**src/design/momentum_rescale_along_vector_unit_macros.svh**
```systemverilog
// ----------------------------------------------------------------------------
// Assertion macros for the momentum rescale unit
// Shared concurrent-assertion shorthands, clocked on clk, disabled in reset.
// ----------------------------------------------------------------------------
`ifndef MOMENTUM_RESCALE_ALONG_VECTOR_UNIT_MACROS_SVH
`define MOMENTUM_RESCALE_ALONG_VECTOR_UNIT_MACROS_SVH

// same-cycle implication
`define MRV_ASSERT_IMP(label, ante, cons, msg) \
	label: assert property (@(posedge clk) disable iff (!arst_n) (ante) |-> (cons)) \
		else $error(msg);

// next-cycle implication
`define MRV_ASSERT_NXT(label, ante, cons, msg) \
	label: assert property (@(posedge clk) disable iff (!arst_n) (ante) |=> (cons)) \
		else $error(msg);

`endif

```
**src/design/mrv_sqrt.sv**
```systemverilog
// ----------------------------------------------------------------------------
// mrv_sqrt
// Digit-by-digit truncated square root of a 128-bit value, two radicand
// bits per cycle.
// ----------------------------------------------------------------------------
module mrv_sqrt (
	input  logic         clk,
	input  logic         arst_n,
	input  logic         start,
	input  logic [127:0] radicand,
	output logic         done,
	output logic [63:0]  root
);
	logic [127:0] rad_q;
	logic [65:0]  rem_q;
	logic [63:0]  root_q;
	logic [5:0]   cnt_q;
	logic         busy_q, done_q;
	logic [67:0]  rem4, trial, rem_diff;
	logic         take;

	assign rem4     = {rem_q, rad_q[127:126]};
	assign trial    = {2'b00, root_q, 2'b01};
	assign take     = rem4 >= trial;
	assign rem_diff = rem4 - trial;

	always_ff @(posedge clk or negedge arst_n) begin
		if (!arst_n) begin
			busy_q <= 1'b0;
			done_q <= 1'b0;
			cnt_q  <= '0;
		end else begin
			done_q <= !start && busy_q && (cnt_q == 6'd63);
			if (start) begin
				rad_q  <= radicand;
				rem_q  <= '0;
				root_q <= '0;
				cnt_q  <= '0;
				busy_q <= 1'b1;
			end else if (busy_q) begin
				rad_q  <= {rad_q[125:0], 2'b00};
				rem_q  <= take ? rem_diff[65:0] : rem4[65:0];
				root_q <= {root_q[62:0], take};
				cnt_q  <= cnt_q + 6'd1;
				if (cnt_q == 6'd63) begin
					busy_q <= 1'b0;
				end
			end
		end
	end

	assign done = done_q;
	assign root = root_q;
endmodule

```
**config.mk**
```make
export PLATFORM = sky130hd
export DESIGN_NAME = mrv_sqrt
export DESIGN_NICKNAME = d
export VERILOG_FILES = /design/src/design/momentum_rescale_along_vector_unit_macros.svh /design/src/design/mrv_sqrt.sv
export SDC_FILE = /design/constraint.sdc
export NUM_CORES = 1
export LEC_CHECK = 0
export BUFFER_PORTS_ARGS = -buffer_cell sky130_fd_sc_hd__clkbuf_2
export CAP_MARGIN = 30
export CORE_AREA = 2 2 205 207
export CTS_CLUSTER_SIZE = 40
export DETAILED_ROUTE_END_ITERATION = 12
export DIE_AREA = 0 0 207 209
export PLACE_DENSITY_LB_ADDON = 0.05
export SYNTH_ARGS = -nofsm -noshare
export SYNTH_HDL_FRONTEND = slang
export SYNTH_SLANG_ARGS = --single-unit
```
**constraint.sdc**
```tcl
create_clock -name clk -period 13.71 [get_ports clk]
set_input_delay 2.742 -clock clk [delete_from_list [all_inputs] [get_ports clk]]
set_output_delay 2.742 -clock clk [all_outputs]
set_load 0.02 [all_outputs]
```
**After elaboration in Yosys (flattened, before gate mapping)**

Index checks and enable logic that the tools add are counted.
W data, S select, Z words.

- Add/subtract/negate cells: 2
- Order comparisons: 1
- Equal/unequal tests: 1
- Multiplexer cells: 10
- Reductions and logical operators: 5

Operators by type and width:

| cell | number |
|---|---|
| $mux W128 | 2 |
| $mux W66 | 2 |
| $ge A68 B66 Y1 | 1 |
| $sub A66 B66 Y66 | 1 |
| $mux W64 | 1 |
| $mux W6 | 2 |
| $add A6 B1 Y6 const B | 1 |
| $eq A6 B6 Y1 const B | 1 |
| $mux W1 | 3 |
| $logic_and A1 B1 Y1 | 2 |
| $reduce_and A2 Y1 | 1 |
| $reduce_bool A2 Y1 | 1 |
| $logic_not A1 Y1 | 1 |

- Bits in registers: 266
- Bits of input ports: 131
- Output and inout port bits: 65
- Word-level logic and storage cells: 25

**Longest topological paths before layout**

- Depth after elaboration: 4
- Gate-level depth with buffers: 15
- Depth with buffers taken out: 12

**Least setup slack after synthesis**

No wires, ideal clock.

- Kind: input to register
- Start: in start
- End: reg rad_q[0], enable pin
- Arrival time: 8796 ps
- Data required time: 13081 ps
- Setup slack: 4285 ps
- Cell stages on the path: 3
- Path buffers: 1
- Path through: clkbuf_1 > nor2_1 > nor2b_1

- Word-level cells in the longest chain between the ends: 2

RTL lines:

| element | RTL line | text |
|---|---|---|
| start: declaration | mrv_sqrt.sv:9 | `input logic start,` |
| $reduce_bool A2 Y1 (no source line) | - |  |
| $reduce_and A2 Y1 (no source line) | - |  |
| end signal: assignment | mrv_sqrt.sv:35 | `rad_q <= radicand;` |
| end signal: assignment | mrv_sqrt.sv:41 | `rad_q <= {rad_q[125:0], 2'b00};` |
| end: declaration | mrv_sqrt.sv:14 | `logic [127:0] rad_q;` |

No other way between the ends.
A chain may end at the register's enable or synchronous reset.

**Final worst setup path**

- Start: in start
- End: reg rad_q[42], enable pin

The elaborated chain is that of the path after synthesis.

==> metrics <==
status finished, final reports clean; GRT overflow 0; HP Start rad_q[2]; DRT iter0 DRCs 714; PortBufs 195; Final Cycle Share 37.68%; cell with the most instances on the worst path buf_4; synth top area cells edfxtp_1 48%, mux2_2 8.8%, ha_1 5.2%, nor2_1 4.3%, mux2i_1 4.1%; RSZ-0062 raised after global routing false; crit path launch type input pin; most common cell after layout, fill and taps aside edfxtp_1; Max clock buf depth 3; Die W between 200 and 250 µm; worst skew pair latency between 500 and 600 ps; Seq cells post-synth roughly 270; placed instance area about 18000 µm²; most frequent cells in the layout 258 x edfxtp_1, 193 x clkbuf_2, 188 x nor2_1; Worst Hold Depth 1; clk slew on worst S/H paths 50 ps; maximum level of the CTS H-tree 2; num ports 196; YS warnings 0; FF-to-FF Start root[17]; relative slew slack 36.54%; DP HPWL 27670 µm; vias post-DR 11950; post-cts hold buffer count 0; P&R area growth vs syn 14.90%; FFs w/ async S/R, synth 3.008%; CTS buffer count 34; antenna violations before repair 2; proportion of layout cells with a drive suffix above 1 a little under a quarter; min Tclk post-route a little over 5000 ps; cell total after placement 2168; post-synth top area share 47.62%; number of synthesized flops with an enable pin 258; drt wl/cell 18.10 µm; GPL Wtd Cong around 0.82; TritonCTS clock tree done; FMAX 193.6 MHz; sequential share of the synthesized area 48.85%; Critical Path RT 13860 ps; fin nets 1863; crit-path max cell delay 860 ps; global-route usage over all layers 18.59%; Yosys top cell by area edfxtp_1; Peak supply drop 0.09171 mV; Syn Nets roughly 1700; flop-to-flop setup slack 9530 ps; Worst path slowest cell buf_4; hold endpoint rad_q[4]; Clock Sinks 266; Worst R2R End rem_q[22]; Final Instance Count excl. Fillers approximately 2200; Initial Util between 30% and 40%; post-CTS resize count 0; CP Data Arrival Time roughly 5300 ps; placement row count between 70 and 80; worst hold-check path type reg -> reg; Setup Skew around 26 ps; first-pass GRT wire length approximately 65000 µm; Top FF cell, synth edfxtp_1; Fin. Hold Viols 0; Worst Reg-to-Reg Cells 12; CP endpoint kind flip-flop; pwr dens 149.8 nW/µm²; max-cap violations 0; Via density 5.360; 1st-pass router iterations 5; crit-path cells clkbuf_8 -> nor2_1 -> nor2b_4 -> buf_4 -> buf_4; die area about 43000 µm²; WS Path Type in -> reg; setup_tns 0 ps; post-synth cell types 66; number of global-route vias before repair around 12000; Post-DRT Antenna Nets 0; core area 41290 µm²; Root Driver clkbuf_16; drt total wl 40360 µm; Worst Hold Margin 541.7 ps; Setup Viol. Count Final 0; Final Cell Area ~19000 µm²; CP max FO 119; pins over their slew limit 0; DRC viols 0; largest net degree at the start of global routing 120; Fillers 4042; # Post-CTS Setup Buffers 0; Syn Area/Cell 10.75 µm²; Chip Height around 210 µm; Inserted Diodes 0; Syn Inst Count roughly 1500; worst-margin pin slew 952.0 ps; Cell Area, Synth about 16000 µm²; leakage power 7.891 nW; fin util between 40% and 50%
## final cells by class
| cell class | count | area [µm²] | area share (%) |
|---|---|---|---|
| multi-input combinational | 1070 | 7625 | 40.79 |
| timing repair buffer | 209 | 1116 | 5.970 |
| inverter | 84 | 315.3 | 1.687 |
| tap | 539 | 674.4 | 3.608 |
| clock inverter | 14 | 112.6 | 0.6024 |
| clock buffer | 47 | 899.6 | 4.812 |
| sequential | 266 | 7951 | 42.53 |
## power by group
part	total (mW)	leakage (nW)	switching, mW	internal (mW)
clock	0.836	0.488	0.355	0.481
combinational	0.893	4.72	0.519	0.374
sequential	1.07	2.69	0.0606	1.01
total	2.80	7.89	0.934	1.87
## worst max-delay path by stage
stage / start / endpoint / slack [ps] / cells past startpoint
after global placement: start / rad_q[35] / 7950 / 5
final: start / rad_q[42] / 8540 / 5
after CTS: start / rad_q[2] / 8520 / 5
after global routing: start / rad_q[19] / 8290 / 5
after floorplan: start / rad_q[0] / 4280 / 3
after detailed placement: start / rad_q[40] / 7940 / 5
## layer usage
layer	global-route usage, %	wire length [µm]
met5	0	13
met4	5.493	731
met3	5.320	2737
met2	28.53	17920
met1	25.55	18960
## cell usage after synthesis (27+ instances only)
master	number
edfxtp_1	258
nor2_1	188
mux2_2	127
a21oi_1	122
nand2_1	90
inv_1	84
ha_1	67
mux2i_1	66
clkbuf_1	60
o21ai_0	44
a211oi_1	37
xor2_1	33
xnor2_1	31
o211ai_1	29
a21o_1	27
## sequential cells by signal (all words and copies together) (netlist names)
name / count
rad_q: 128
root: 64
rem_q: 66
busy_q: 1
done: 1
cnt_q: 6
## critical path, delay by kind of cell
family | cells | cell delay, ps
buf+inv | 3 | 2060
simple gates | 2 | 360
## cells by family after synthesis
group           Yosys count  share of synthesized area, %
buf+inv                 177                         4.330
xor+xnor                 64                         3.445
simple gates            374                         10.02
compound gates          372                         15.35
flops                   266                         48.85
mux                     193                         12.85
fa+ha+maj                67                         5.153
## stage by stage
stage          power, mW  worst slack (ps)
2_1_floorplan      1.758              4285
6_report           2.800              8544
4_1_cts            2.835              8517
5_1_grt            2.983              8291
3_5_place_dp       1.981              7945
3_3_place_gp       1.972              7948
No activity file was read; power rests on OpenSTA's default activity.
