==> config.mk <==
export PLATFORM = sky130hd
export DESIGN_NAME = mrv_div
export DESIGN_NICKNAME = d
export VERILOG_FILES = /design/src/design/momentum_rescale_along_vector_unit_macros.svh /design/src/design/mrv_pkg.sv /design/src/design/mrv_div.sv
export SDC_FILE = /design/constraint.sdc
export NUM_CORES = 1
export LEC_CHECK = 0
export ABC_AREA = 1
export BUFFER_PORTS_ARGS = -buffer_cell sky130_fd_sc_hd__buf_2
export CORE_MARGIN = 3
export CORE_UTILIZATION = 41
export CTS_CLUSTER_DIAMETER = 100
export CTS_CLUSTER_SIZE = 24
export DETAILED_ROUTE_END_ITERATION = 8
export GPL_TIMING_DRIVEN = 0
export PLACE_DENSITY = 0.7
export SYNTH_ARGS = -nofsm -noshare
export SYNTH_HDL_FRONTEND = slang
export SYNTH_SLANG_ARGS = --single-unit
==> constraint.sdc <==
create_clock -name clk -period 6.97 [get_ports clk]
set_input_delay 1.0455 -clock clk [delete_from_list [all_inputs] [get_ports clk]]
set_output_delay 1.0455 -clock clk [all_outputs]
set_load 0.01 [all_outputs]
==> src/design/momentum_rescale_along_vector_unit_macros.svh <==
// ----------------------------------------------------------------------------
// Assertion macros for the momentum rescale unit
// Shared concurrent-assertion shorthands, clocked on clk, disabled in reset.
// ----------------------------------------------------------------------------
`ifndef MOMENTUM_RESCALE_ALONG_VECTOR_UNIT_MACROS_SVH
`define MOMENTUM_RESCALE_ALONG_VECTOR_UNIT_MACROS_SVH

// same-cycle implication
`define MRV_ASSERT_IMP(label, ante, cons, msg) \
	label: assert property (@(posedge clk) disable iff (!arst_n) (ante) |-> (cons)) \
		else $error(msg);

// next-cycle implication
`define MRV_ASSERT_NXT(label, ante, cons, msg) \
	label: assert property (@(posedge clk) disable iff (!arst_n) (ante) |=> (cons)) \
		else $error(msg);

`endif

==> src/design/mrv_pkg.sv <==
// ----------------------------------------------------------------------------
// mrv_pkg
// Types, constants and Q.32 helper functions of the momentum rescale unit.
// ----------------------------------------------------------------------------
package mrv_pkg;

	localparam logic signed [63:0] INT64_MAX   = 64'sh7FFF_FFFF_FFFF_FFFF;
	localparam logic signed [63:0] INT64_MIN   = 64'sh8000_0000_0000_0000;
	localparam logic signed [63:0] CLAMP62     = 64'sh4000_0000_0000_0000;
	localparam logic signed [63:0] NEG_CLAMP62 = 64'shC000_0000_0000_0000;
	localparam logic [127:0]       ROUND_HALF  = 128'h8000_0000;

	typedef struct packed {
		logic start;
		logic rnd;
	} mul_req_t;

	typedef struct packed {
		logic busy;
		logic done;
	} mul_rsp_t;

	function automatic logic [63:0] mag64(input logic signed [63:0] x);
		mag64 = x[63] ? (~x + 64'd1) : x;
	endfunction

	function automatic logic signed [63:0] apply_sign(input logic [63:0] m, input logic neg);
		if (neg) begin
			apply_sign = m[63] ? INT64_MIN : signed'(~m + 64'd1);
		end else begin
			apply_sign = m[63] ? INT64_MAX : signed'(m);
		end
	endfunction

	// p holds |x*y| + 2^31; take bits 95:32 with saturation
	function automatic logic signed [63:0] qround(input logic [127:0] p, input logic neg);
		if (|p[127:96]) begin
			qround = neg ? INT64_MIN : INT64_MAX;
		end else begin
			qround = apply_sign(p[95:32], neg);
		end
	endfunction

	function automatic logic signed [63:0] sat_add(input logic signed [63:0] a,
			input logic signed [63:0] b);
		logic signed [64:0] s;
		s = 65'(a) + 65'(b);
		if (s > 65'(INT64_MAX)) begin
			sat_add = INT64_MAX;
		end else if (s < 65'(INT64_MIN)) begin
			sat_add = INT64_MIN;
		end else begin
			sat_add = s[63:0];
		end
	endfunction

endpackage

==> src/design/mrv_div.sv <==
// ----------------------------------------------------------------------------
// mrv_div
// Restoring divider: floor((mag << 32 or 33) / den), one quotient bit per
// cycle, saturated to the signed 64-bit maximum.
// ----------------------------------------------------------------------------
module mrv_div (
	input  logic        clk,
	input  logic        arst_n,
	input  logic        start,
	input  logic [63:0] mag,
	input  logic        sh33,
	input  logic [63:0] den,
	output logic        done,
	output logic [63:0] quot
);
	logic [127:0] dvd_q;
	logic [63:0]  den_q, rem_q, q_q;
	logic         over_q;
	logic [6:0]   cnt_q;
	logic         busy_q, done_q;
	logic [63:0]  rem_sh;
	logic         take;

	assign rem_sh = {rem_q[62:0], dvd_q[127]};
	assign take   = rem_q[63] || (rem_sh >= den_q);

	always_ff @(posedge clk or negedge arst_n) begin
		if (!arst_n) begin
			busy_q <= 1'b0;
			done_q <= 1'b0;
			cnt_q  <= '0;
		end else begin
			done_q <= !start && busy_q && (cnt_q == 7'd127);
			if (start) begin
				dvd_q  <= sh33 ? {31'd0, mag, 33'd0} : {32'd0, mag, 32'd0};
				den_q  <= den;
				rem_q  <= '0;
				q_q    <= '0;
				over_q <= 1'b0;
				cnt_q  <= '0;
				busy_q <= 1'b1;
			end else if (busy_q) begin
				dvd_q  <= {dvd_q[126:0], 1'b0};
				rem_q  <= take ? rem_sh - den_q : rem_sh;
				over_q <= over_q | q_q[63] | q_q[62];
				q_q    <= {q_q[62:0], take};
				cnt_q  <= cnt_q + 7'd1;
				if (cnt_q == 7'd127) begin
					busy_q <= 1'b0;
				end
			end
		end
	end

	assign done = done_q;
	assign quot = (over_q || q_q[63]) ? 64'(mrv_pkg::INT64_MAX) : q_q;
endmodule

-- Word level (Yosys, flattened, before mapping)
Index checks and enable logic that the tools add are counted.
- ROM bits: 0
- input port bits: 132
- RAM bits: 0
- flip-flop bits (word level): 330
- output and inout bits: 65
- latch bits: 0
- memories kept: 0
- add/subtract/negate cells: 2
- div/mod/pow operators: 0
- order comparisons: 1
- reduce and logical (&&, ||, !) cells: 8
- multipliers: 0
- mux-type cells: 13
- eq/ne operators: 1
- bitwise gates (word level): 2
- shifts and indexed selects: 0
- operator list (operator ; count):
    128-bit 2-to-1 mux ; 2
    64-bit 2-to-1 mux ; 4
    97-bit 2-to-1 mux ; 1
    64-bit greater-or-equal comparator ; 1
    64-bit subtractor ; 1
    7-bit 2-to-1 mux ; 2
    7-bit by 1-bit adder with 7-bit output, second input constant ; 1
    7-bit == test, second input constant ; 1
    1-bit 2-to-1 mux ; 4
    2-bit AND reduction ; 2
    1-bit logical AND ; 2
    1-bit logical OR ; 2
    1-bit bitwise OR ; 2
    2-bit nonzero test ; 1
    1-bit logical NOT ; 1

-- Depth between registers and ports, before layout
- depth after elaboration: 4
- gate-level depth with buffers: 19
- gate-level depth less buffers: 18

-- Worst setup path after synthesis
OpenSTA, ideal clock, no wires.
- kind: input to register
- start point: input port start
- end point: register dvd_q[100], enable pin
- data required time: 6418 ps
- setup slack: 849 ps
- stages on the path: 4
- buffers on the path: 2
- arrival time: 5569 ps
- path through: buf_2 -> nor2_1 -> clkbuf_1 -> nor2_1
- word-level cells in the longest chain between the ends: 2
- RTL lines (element ; RTL line ; text):
    from (decl) ; mrv_div.sv:9 ; input logic start,
    2-bit nonzero test (no line) ; n/a ;
    2-bit AND reduction (no line) ; n/a ;
    to (signal assigned) ; mrv_div.sv:35 ; dvd_q <= sh33 ? {31'd0, mag, 33'd0} : {32'd0, mag, 32'd0};
    to (signal assigned) ; mrv_div.sv:43 ; dvd_q <= {dvd_q[126:0], 1'b0};
    to (decl) ; mrv_div.sv:16 ; logic [127:0] dvd_q;
No other way between the ends.
A chain may end at the register's enable or synchronous reset.

-- Worst setup path after layout
- start point: register q_q[63]
- end point: output port quot[13]
- word-level cells in the longest chain between the ends: 2
- RTL lines (element ; RTL line ; text):
    from (decl) ; mrv_div.sv:17 ; logic [63:0] den_q, rem_q, q_q;
    from (signal assigned) ; mrv_div.sv:46 ; q_q <= {q_q[62:0], take};
    1-bit logical OR ; mrv_div.sv:56 ; assign quot = (over_q || q_q[63]) ? 64'(mrv_pkg::INT64_MAX) : q_q;
    64-bit 2-to-1 mux ; mrv_div.sv:56 ;
    to (decl) ; mrv_div.sv:14 ; output logic [63:0] quot
No other way between the ends.

==> results.tsv <==
metric	value	unit
outcome	finished, final reports clean	
final WL	53.95	mm
CTS resizes	0	
Rows	79	
Top Ports	197	
Critical Path Sink Type	primary output	
synth warn	0	
critical path launch point type	register	
max-cap violations	0	
DRC viols	0	
R2R Path End	rem_q[48]$_SDFFCE_PP0P_	
Core ar.	46650	sq um
area of the multi-input gates	7893	sq um
Highest Clock Rate	0.2966	GHz
Non-Filler Cell Area, Final	21680	sq um
fill count	4826	
post-synth cell types	41	
critical path class	register to primary output	
Post-Place Setup Slack	3.099	ns
CTS tree	done	
Worst-Skew Late Latency	0.55	ns
Syn Area/Cell	7.451	sq um
Detailed Routing Iterations Pass 1	6	
DR vias/cell	4.915	
Final Hold Fails	0	
placed cells	3404	
Clk pwr share	19.5	%
die height	223.4	um
Area Overhead vs Synth	11.90	%
DR WL/cell	15.70	um
clock-pin slew on the worst setup and hold paths	0.10	ns
Comb pwr share	38.0	%
leading area contributor after synthesis	edfxtp_1	
flop2flop setup slack	3.91	ns
FF-to-FF path depth	12	
Tmin final	3.372	ns
Rel. slew slack	34.58	%
worst r2r src	rem_q[49]$_SDFFCE_PP0P_	
Net Sw Power	2.017	mW
Setup WS post-layout	3.598	ns
Placement Cell Area	21190	sq um
register area share after synthesis	45.96	%
Setup Viol. Count Final	0	
fin. max-slew vios	0	
Mapped Cells	2600	
initial antenna violation count	11	
RSZ-0062 raised after global routing	no	
sequential share of power	42.5	%
switching part of the total	37.72	%
WP data required	5.92	ns
number of buffers created by CTS	16	
CTS max path bufs	3	
area share of the largest cell type after synthesis	44.80	%
flops & latches, synth	298	
Post-CTS Hold Fix Bufs	0	
crit-path max FO	10	
first-pass GRT wire length	84.05	mm
HPWL after DPL	42.04	mm
Slew @ Worst Pin	0.9789	ns
GR Overflow Total	0	
Period Utilization, post-route	48.38	%
PwrDens	246.6	nW/um^2
H-Tree Depth	1	
VDD IR-drop max	0.1935	mV
largest net degree at the start of global routing	100	
Die ar.	49890	sq um
hold path depth	2	
initial drt markers	1566	
final weighted congestion in routability-driven placement	1.047	
nets@finish	3013	
Worst Hold Class	register to register	
IO buf count	194	
top cells by area, synth	edfxtp_1 45%, nand2_1 19%, inv_1 11%	
post-route setup TNS	0	ns
postcts setup bufs	0	
layout cells sized above 1	9.593	%
Die X	223.4	um
Power Total	5.346	mW
Hold Slack	0.5353	ns
Mapped Area	19370	sq um
GRT Overall Usage	21.11	%
Final Core Density	46.46	%
via count of the first global-routing pass	15690	
clk sink count	298	
ANT nets after route	0	
hold endpoint	dvd_q[38]$_DFFE_PP_	
Hold Crit Start	dvd_q[37]$_DFFE_PP_	
Reg area	8904	sq um
CP arrival	2.33	ns
Initial Util	41.52	%
Via Count	16890	
syn nets	2798	
skew final	0.02219	ns
Non-Filler Instances	3436	
clock root cell	clkbuf_16	
Leak Pwr	11.00	nW
CP startpoint	q_q[63]$_SDFFCE_PP0P_	
Pint	3.330	mW
## registers in the layout, summed over array words and instances, names as in the netlist
register,flops
busy_q,1
den_q,64
rem_q,64
done,1
over_q,1
dvd_q,96
q_q,64
cnt_q,7
## cells in the final DEF, fill, tap and decap left out, drive strengths merged
cell type  instances
a21o               2
a21oi             48
a22o               1
a31oi              1
and3               3
buf              224
clkbuf            75
clkinv             4
conb               1
dfrtp              9
diode              4
edfxtp           289
fa                 1
ha                65
inv              592
nand2            965
nand3            143
nand3b            22
nand4             15
nor2             146
nor3              13
nor4               4
o21ai             41
o21bai             2
o221ai            63
o22ai             63
or2                1
xnor2             30
xor2               2
## synth_stat cells, drive strengths merged
| cell | number |
|---|---|
| conb | 1 |
| nand3b | 22 |
| o21ai | 41 |
| nand2 | 965 |
| dfrtp | 9 |
| nor4 | 4 |
| nand3 | 143 |
| xnor2 | 30 |
| buf | 27 |
| nand4 | 15 |
| or2 | 1 |
| o21bai | 2 |
| a21oi | 48 |
| edfxtp | 289 |
| a22o | 1 |
| clkinv | 2 |
| clkbuf | 49 |
| o221ai | 63 |
| and3 | 3 |
| inv | 592 |
| o22ai | 63 |
| ha | 65 |
| a21o | 2 |
| fa | 1 |
| a31oi | 1 |
| xor2 | 2 |
| nor2 | 146 |
| nor3 | 13 |
## worst max-delay path, stage by stage, from the launching register on
cell and delay [ns]:
edfxtp_1 0.41, nor2_1 0.69, clkbuf_1 0.41, nand2_1 0.11, buf_2 0.16
## final cells by class
| class | count | share of cell area, % |
|---|---|---|
| plain buffers | 76 | 1.633 |
| multi-input cells | 1632 | 36.41 |
| well taps | 607 | 3.504 |
| clock inverters | 2 | 0.1501 |
| repair buffers | 197 | 4.820 |
| diodes | 4 | 0.04618 |
| flip-flops and latches | 298 | 41.07 |
| inverters | 594 | 10.30 |
| clock buffers | 26 | 2.066 |
## logic make-up after synthesis
group | synth area share [%]
other cells | 0.01936
simple gates | 27.50
xor+xnor | 1.447
compound gates | 7.434
fa+ha+maj | 4.301
flops | 45.96
buf+inv | 13.34
## power by group through the flow
stage          registers [mW]  clock network [mW]  logic [mW]
4_1_cts                  2.27                1.08        2.01
6_report                 2.27                1.04        2.03
3_5_place_dp             2.31                   0        2.00
5_1_grt                  2.29                1.14        2.28
2_1_floorplan            2.29                   0        1.43
3_3_place_gp             2.32                   0        1.98
## layer usage
| metal | GRT usage (%) | wire, um | vias to the layer above |
|---|---|---|---|
| met4 | 4.870 | 1450 | 14 |
| met2 | 34.24 | 23880 | 548 |
| met5 | 0 | 92 | - |
| li1 | - | - | 8619 |
| met1 | 29.41 | 24430 | 7614 |
| met3 | 4.066 | 4093 | 92 |
## how the worst max path moves through the flow
stage	slack, ns	to	cells past startpoint
floorplan	0.85	dvd_q[100]$_SDFFCE_PP0P_	4
global placement	-3.03	dvd_q[53]$_DFFE_PP_	3
detailed placement	3.10	dvd_q[59]$_DFFE_PP_	6
CTS	3.50	quot[13]	4
global route	3.40	quot[13]	4
finish	3.60	quot[13]	4
No activity file was read; power rests on OpenSTA's default activity.
