$ cat src/design/momentum_rescale_along_vector_unit_macros.svh
// ----------------------------------------------------------------------------
// Assertion macros for the momentum rescale unit
// Shared concurrent-assertion shorthands, clocked on clk, disabled in reset.
// ----------------------------------------------------------------------------
`ifndef MOMENTUM_RESCALE_ALONG_VECTOR_UNIT_MACROS_SVH
`define MOMENTUM_RESCALE_ALONG_VECTOR_UNIT_MACROS_SVH

// same-cycle implication
`define MRV_ASSERT_IMP(label, ante, cons, msg) \
	label: assert property (@(posedge clk) disable iff (!arst_n) (ante) |-> (cons)) \
		else $error(msg);

// next-cycle implication
`define MRV_ASSERT_NXT(label, ante, cons, msg) \
	label: assert property (@(posedge clk) disable iff (!arst_n) (ante) |=> (cons)) \
		else $error(msg);

`endif

$ cat src/design/mrv_pkg.sv
// ----------------------------------------------------------------------------
// mrv_pkg
// Types, constants and Q.32 helper functions of the momentum rescale unit.
// ----------------------------------------------------------------------------
package mrv_pkg;

	localparam logic signed [63:0] INT64_MAX   = 64'sh7FFF_FFFF_FFFF_FFFF;
	localparam logic signed [63:0] INT64_MIN   = 64'sh8000_0000_0000_0000;
	localparam logic signed [63:0] CLAMP62     = 64'sh4000_0000_0000_0000;
	localparam logic signed [63:0] NEG_CLAMP62 = 64'shC000_0000_0000_0000;
	localparam logic [127:0]       ROUND_HALF  = 128'h8000_0000;

	typedef struct packed {
		logic start;
		logic rnd;
	} mul_req_t;

	typedef struct packed {
		logic busy;
		logic done;
	} mul_rsp_t;

	function automatic logic [63:0] mag64(input logic signed [63:0] x);
		mag64 = x[63] ? (~x + 64'd1) : x;
	endfunction

	function automatic logic signed [63:0] apply_sign(input logic [63:0] m, input logic neg);
		if (neg) begin
			apply_sign = m[63] ? INT64_MIN : signed'(~m + 64'd1);
		end else begin
			apply_sign = m[63] ? INT64_MAX : signed'(m);
		end
	endfunction

	// p holds |x*y| + 2^31; take bits 95:32 with saturation
	function automatic logic signed [63:0] qround(input logic [127:0] p, input logic neg);
		if (|p[127:96]) begin
			qround = neg ? INT64_MIN : INT64_MAX;
		end else begin
			qround = apply_sign(p[95:32], neg);
		end
	endfunction

	function automatic logic signed [63:0] sat_add(input logic signed [63:0] a,
			input logic signed [63:0] b);
		logic signed [64:0] s;
		s = 65'(a) + 65'(b);
		if (s > 65'(INT64_MAX)) begin
			sat_add = INT64_MAX;
		end else if (s < 65'(INT64_MIN)) begin
			sat_add = INT64_MIN;
		end else begin
			sat_add = s[63:0];
		end
	endfunction

endpackage

$ cat src/design/mrv_mul.sv
// ----------------------------------------------------------------------------
// mrv_mul
// Shared 64x64 unsigned multiplier built from one 32x32 multiplier over
// four partial products; optional +2^31 rounding offset.
// ----------------------------------------------------------------------------
module mrv_mul (
	input  logic              clk,
	input  logic              arst_n,
	input  mrv_pkg::mul_req_t req,
	input  logic [63:0]       a,
	input  logic [63:0]       b,
	output mrv_pkg::mul_rsp_t rsp,
	output logic [127:0]      prod
);
	logic [63:0]  a_q, b_q;
	logic [63:0]  pp_q;
	logic [1:0]   sh_q;
	logic [2:0]   step_q;
	logic         busy_q, done_q;
	logic [127:0] acc_q;
	logic [127:0] pp_shift;
	logic [31:0]  a_half, b_half;

	assign a_half = step_q[1] ? a_q[63:32] : a_q[31:0];
	assign b_half = step_q[0] ? b_q[63:32] : b_q[31:0];

	always_comb begin
		case (sh_q)
			2'd0:    pp_shift = {64'd0, pp_q};
			2'd1:    pp_shift = {32'd0, pp_q, 32'd0};
			2'd2:    pp_shift = {pp_q, 64'd0};
			default: pp_shift = '0;
		endcase
	end

	always_ff @(posedge clk or negedge arst_n) begin
		if (!arst_n) begin
			busy_q <= 1'b0;
			done_q <= 1'b0;
			step_q <= '0;
		end else begin
			done_q <= !req.start && busy_q && (step_q == 3'd4);
			if (req.start) begin
				a_q    <= a;
				b_q    <= b;
				acc_q  <= req.rnd ? mrv_pkg::ROUND_HALF : '0;
				step_q <= '0;
				busy_q <= 1'b1;
			end else if (busy_q) begin
				if (step_q != 3'd4) begin
					pp_q   <= 64'(a_half) * 64'(b_half);
					sh_q   <= 2'(step_q[1]) + 2'(step_q[0]);
					step_q <= step_q + 3'd1;
				end else begin
					busy_q <= 1'b0;
				end
				if (step_q != 3'd0) begin
					acc_q <= acc_q + pp_shift;
				end
			end
		end
	end

	assign rsp.busy = busy_q;
	assign rsp.done = done_q;
	assign prod     = acc_q;
endmodule

$ cat config.mk
export PLATFORM = sky130hd
export DESIGN_NAME = mrv_mul
export DESIGN_NICKNAME = d
export VERILOG_FILES = /design/src/design/momentum_rescale_along_vector_unit_macros.svh /design/src/design/mrv_pkg.sv /design/src/design/mrv_mul.sv
export SDC_FILE = /design/constraint.sdc
export NUM_CORES = 2
export LEC_CHECK = 0
export BUFFER_PORTS_ARGS = -buffer_cell sky130_fd_sc_hd__buf_2
export CORE_MARGIN = 2
export CORE_UTILIZATION = 58
export CTS_CLUSTER_SIZE = 14
export DETAILED_ROUTE_END_ITERATION = 8
export GPL_TIMING_DRIVEN = 1
export PLACE_DENSITY = 0.76
export SLEW_MARGIN = 20
export SYNTH_ARGS = -nofsm -noshare
export SYNTH_HDL_FRONTEND = slang
export SYNTH_SLANG_ARGS = --single-unit
export TNS_END_PERCENT = 30
$ cat constraint.sdc
create_clock -name clk -period 17.4 [get_ports clk]
set_input_delay 2.61 -clock clk [delete_from_list [all_inputs] [get_ports clk]]
set_output_delay 2.61 -clock clk [all_outputs]
set_load 0.05 [all_outputs]
# Word-level counts from Yosys, hierarchy flattened
# Cells that the tools add are included.
[op_classes]
add_sub_neg = 3
eq_ne = 4
mul = 1
reduce_logical = 12
n_mux = 13
bitwise = 1
[op_table]
columns = ["operator", "count"]
rows = [
  ["$mux W128", 3],
  ["$pmux W128 S3", 1],
  ["$add A128 B128 Y128", 1],
  ["$mux W32", 3],
  ["$mul A32 B32 Y64", 1],
  ["$mux W3", 3],
  ["$reduce_bool A2 Y1", 3],
  ["$reduce_and A2 Y1", 2],
  ["$reduce_and A4 Y1", 1],
  ["$add A3 B1 Y3 const B", 1],
  ["$eq A3 B3 Y1 const B", 1],
  ["$mux W1", 3],
  ["$ne A3 B3 Y1 const B", 1],
  ["$reduce_and A3 Y1", 1],
  ["$reduce_bool A3 Y1", 1],
  ["$add A1 B1 Y2", 1],
  ["$eq A2 B1 Y1 const B", 1],
  ["$eq A2 B2 Y1 const B", 1],
  ["$logic_and A1 B1 Y1", 2],
  ["$logic_not A2 Y1", 1],
  ["$logic_not A1 Y1", 1],
  ["$not A1 Y1", 1],
]
[word_totals]
reg_bits = 327
wordCells = 42
inputBits = 132

# Longest topological paths before layout
[depth]
word_depth = 6
depth_mapped = 35
ltp_nobuf = 30

# Worst setup path after synthesis
# OpenSTA, ideal clock, no wires.
[synth_timing]
path_type = "in2reg"
from = "input port req[1] (netlist name)"
to = "register acc_q[0] (netlist: prod[0]) (enable)"
slack_ns = 8.177
arrival_time_ns = 8.592
path_stages = 3
path_cell_list = "clkbuf_1 -> a21oi_1 -> nor2b_1"
[synth_via]
elab_chain_cells = 2
word_cells_on_any_way = 3
cone_classes = "reduce/logical (3)"
[synth_lines]
columns = ["item", "line", "source"]
rows = [
  ["start: declaration", "mrv_mul.sv:9", "input mrv_pkg::mul_req_t req,"],
  ["$reduce_bool A2 Y1 (no source line)", "--", ""],
  ["$reduce_and A3 Y1 (no source line) (*)", "--", ""],
  ["end signal: assignment", "mrv_mul.sv:46", "acc_q <= req.rnd ? mrv_pkg::ROUND_HALF : '0;"],
  ["end signal: assignment", "mrv_mul.sv:58", "acc_q <= acc_q + pp_shift;"],
  ["end: declaration", "mrv_mul.sv:20", "logic [127:0] acc_q;"],
]
# Mark *: on every way between the ends. The rest lies on a longest branch, timed or not.
# A chain may end at the register's enable or synchronous reset.

# Worst setup path after layout
[layout_timing]
from = "register step_q[0]"
to = "register pp_q[54] (data pin)"
[layout_via]
elab_chain_cells = 2
[layout_lines]
columns = ["item", "line", "source"]
rows = [
  ["start: declaration", "mrv_mul.sv:18", "logic [2:0] step_q;"],
  ["start signal: assignment", "mrv_mul.sv:53", "step_q <= step_q + 3'd1;"],
  ["$mux W32", "mrv_mul.sv:25", "assign b_half = step_q[0] ? b_q[63:32] : b_q[31:0];"],
  ["$mul A32 B32 Y64", "mrv_mul.sv:51", "pp_q <= 64'(a_half) * 64'(b_half);"],
  ["end signal: assignment", "mrv_mul.sv:51", ""],
  ["end: declaration", "mrv_mul.sv:16", "logic [63:0] pp_q;"],
]
# Every way passes these cells.

==> metrics.txt <==
run status=finished clean; final hold violation count=0; critical path peak fanout=36; overall routing resource usage=39.6%; first-pass GRT wire length=275 mm; Final min period=9.97 ns; Die ar.=94500 µm²; Area growth syn-to-layout=6.96%; cts hold-fix bufs=0; Die Wd=307 µm; CP top delay family=adder cells; GPL Wtd Cong=1.02; Detailed Place HPWL=144 mm; max_slew headroom=19.9%; CTS root buf=clkbuf_16; worst-margin pin slew=1.18 ns; Site Rows=111; largest net degree at the start of global routing=89; Critical Path AT=10.35 ns; nets=7346; initial antenna violation count=2; Clk pin slew, worst setup/hold paths=0.05 ns; Post-CTS Setup Bufs=0; Final Setup Violations=0; CP max stage delay=0.94 ns; post-synthesis instance total=5845; maximum clock rate=0.100 GHz; Buf/Inv on CP=4; I/O Pins=262; initial core utilization=58.4%; Worst Setup End Kind=flop; Via density=6.17; DR WL/cell=25.9 µm; Core Footprint=91500 µm²; clk sinks=327; CTS tree=built; ANT nets after route=0; vias in the first global route=45100; dpl cell area=55800 µm²; total gr overflow=0; DRT iter0 DRCs=4802; Synth Register Bits=327; number of synthesized flops with an enable pin=322; Hold Path Class=reg2reg; Slew Limit Fails=0; Synth Warn #=0; floorplan die height=307 µm; DR pass1 iterations=8; Netlist cell types=80; maximum clock path buffer count=3; synthesized area=53400 µm²; H-Tree Depth=2; Final Instance Area=57100 µm²; PortBufs=261; ys flop type=edfxtp_1; ys async rst share=1.53%; Setup CP Type=reg2reg; setup TNS=0 ns; DRC violations left=0; Routed WL=185 mm; via count=44100; number of CTS-inserted buffers=40; layout cells sized above 1=8.80%; Syn Nets=7266; Clock Latency Late Sink=0.65 ns; final design utilization=62.4%; part of the cycle the worst path needs=57.3%; CP max stage cell=mux2_1; required time worst endpoint=17.78 ns; PostCTS Resize Cnt=0; Clock Skew=0.0280 ns; max_cap viols=0; sequential area share after synthesis=18.3%; Worst setup SP type=flop; most used cell, CP=fa_1; RSZ-0062 raised after global routing=false; Syn Area/Cell=9.14 µm²
layout by cell type, fill, tap and decap left out, types with 10 or more instances in the layout:
master / instances
mux2i_1: 58
mux2i_2: 31
buf_2: 260
and3_1: 15
edfxtp_1: 322
o21a_1: 21
a21oi_1: 287
buf_4: 75
o21ai_1: 14
xnor2_1: 106
a22o_1: 32
nor3_1: 50
xor2_1: 71
a211oi_1: 13
o211ai_1: 14
inv_1: 918
nor4_1: 12
mux2_2: 59
a21o_1: 89
nor2_1: 871
o31ai_1: 13
o21bai_1: 62
a31oi_1: 15
nand2_1: 667
nand4_1: 90
nand2b_1: 14
a21boi_0: 11
nand3_1: 24
or3_1: 13
fa_1: 897
and2_1: 70
ha_1: 392
clkbuf_16: 40
nor2b_1: 20
mux2_1: 10
o21ai_0: 144
synthesized netlist by cell type, drive strengths merged (6+ instances only):
cell type,number,area share [%]
inv,919,6.5
fa,897,34
nor2,871,6.1
nand2,667,4.7
ha,392,9.2
edfxtp,322,18
a21oi,289,2.7
clkbuf,253,1.8
o21ai,159,1.5
xnor2,106,1.7
mux2i,97,1.8
nand4,90,1.1
a21o,89,1.3
and2,71,0.83
xor2,71,1.2
mux2,69,1.5
o21bai,63,0.89
nor3,51,0.49
buf,45,0.41
a22o,32,0.52
nand3,24,0.22
nor2b,23,0.27
o21a,21,0.30
a31oi,16,0.20
and3,15,0.18
o211ai,15,0.22
nand2b,14,0.16
a211oi,13,0.18
o31ai,13,0.18
or3,13,0.15
a21boi,12,0.17
nor4,12,0.14
a221oi,9,0.15
or2,9,0.11
a41oi,8,0.15
o41ai,6,0.13
kinds of logic after synthesis:
family / count (synthesis) / synth area share [%]
flip-flops: 327 / 18.3
adder cells (fa/ha/maj): 1289 / 42.8
XOR/XNOR: 177 / 2.90
buffers and inverters: 1217 / 8.65
AND/OR/NAND/NOR: 1880 / 14.7
multiplexers: 166 / 3.27
AO/OA/AOI/OAI: 789 / 9.32
per-layer routing:
layer | vias to the layer above | part of all wire (%) | global-route usage (%)
met2 | 3011 | 43 | 60.7
met3 | 738 | 13 | 11.7
met4 | 0 | 8.0 | 24.1
li1 | 18900 | - | -
met1 | 21500 | 36 | 49.6
met5 | - | 0 | 0
state kept, by name (all words and copies together) (netlist names):
| register | count |
|---|---|
| a_q | 64 |
| b_q | 64 |
| busy_q | 1 |
| done_q | 1 |
| pp_q | 64 |
| prod | 128 |
| sh_q | 2 |
| step_q | 3 |
stage by stage:
step                      hold slack, ns  setup slack, ns  instances
after global routing               0.638             7.06       7138
after CTS                          0.614             7.64       7137
final                              0.614             7.43       7142
after floorplan                    0.571             8.18       5845
after global placement             0.586             7.76       7068
after detailed placement           0.609             7.66       7068
final cells by class:
type                    count  area, µm²
diodes                      4       10.0
repair buffers            336       1890
inverters                 919       3450
fillers                  7676      34400
well taps                1186       1480
multi-input cells        4301      39200
flip-flops and latches    327       9800
clock buffers              46       1020
clock inverters            23        234
tightest hold or removal path: cells and delay by family, from the launching register on:
kind / cells / cell delay, ns
compound gates: 1 / 0.12
simple gates: 1 / 0.06
flops: 1 / 0.40
final timing paths:
| kind | from | end | slack [ns] | depth (start not counted) |
|---|---|---|---|---|
| max | step_q[0] | pp_q[54] | 7.43 | 26 |
| min | step_q[2] | step_q[2] | 0.61 | 2 |
| max reg2reg | step_q[0] | pp_q[54] | 7.43 | 26 |
| min reg2reg | step_q[2] | step_q[2] | 0.61 | 2 |
| max in group asynchronous | arst_n | step_q[0] | 15.32 | 1 |
| min in group asynchronous | arst_n | step_q[1] | 1.84 | 1 |
Power is left out: the tool's default activity adds up to more than one toggle a clock period on the data nets, which glitch-free logic cannot reach.
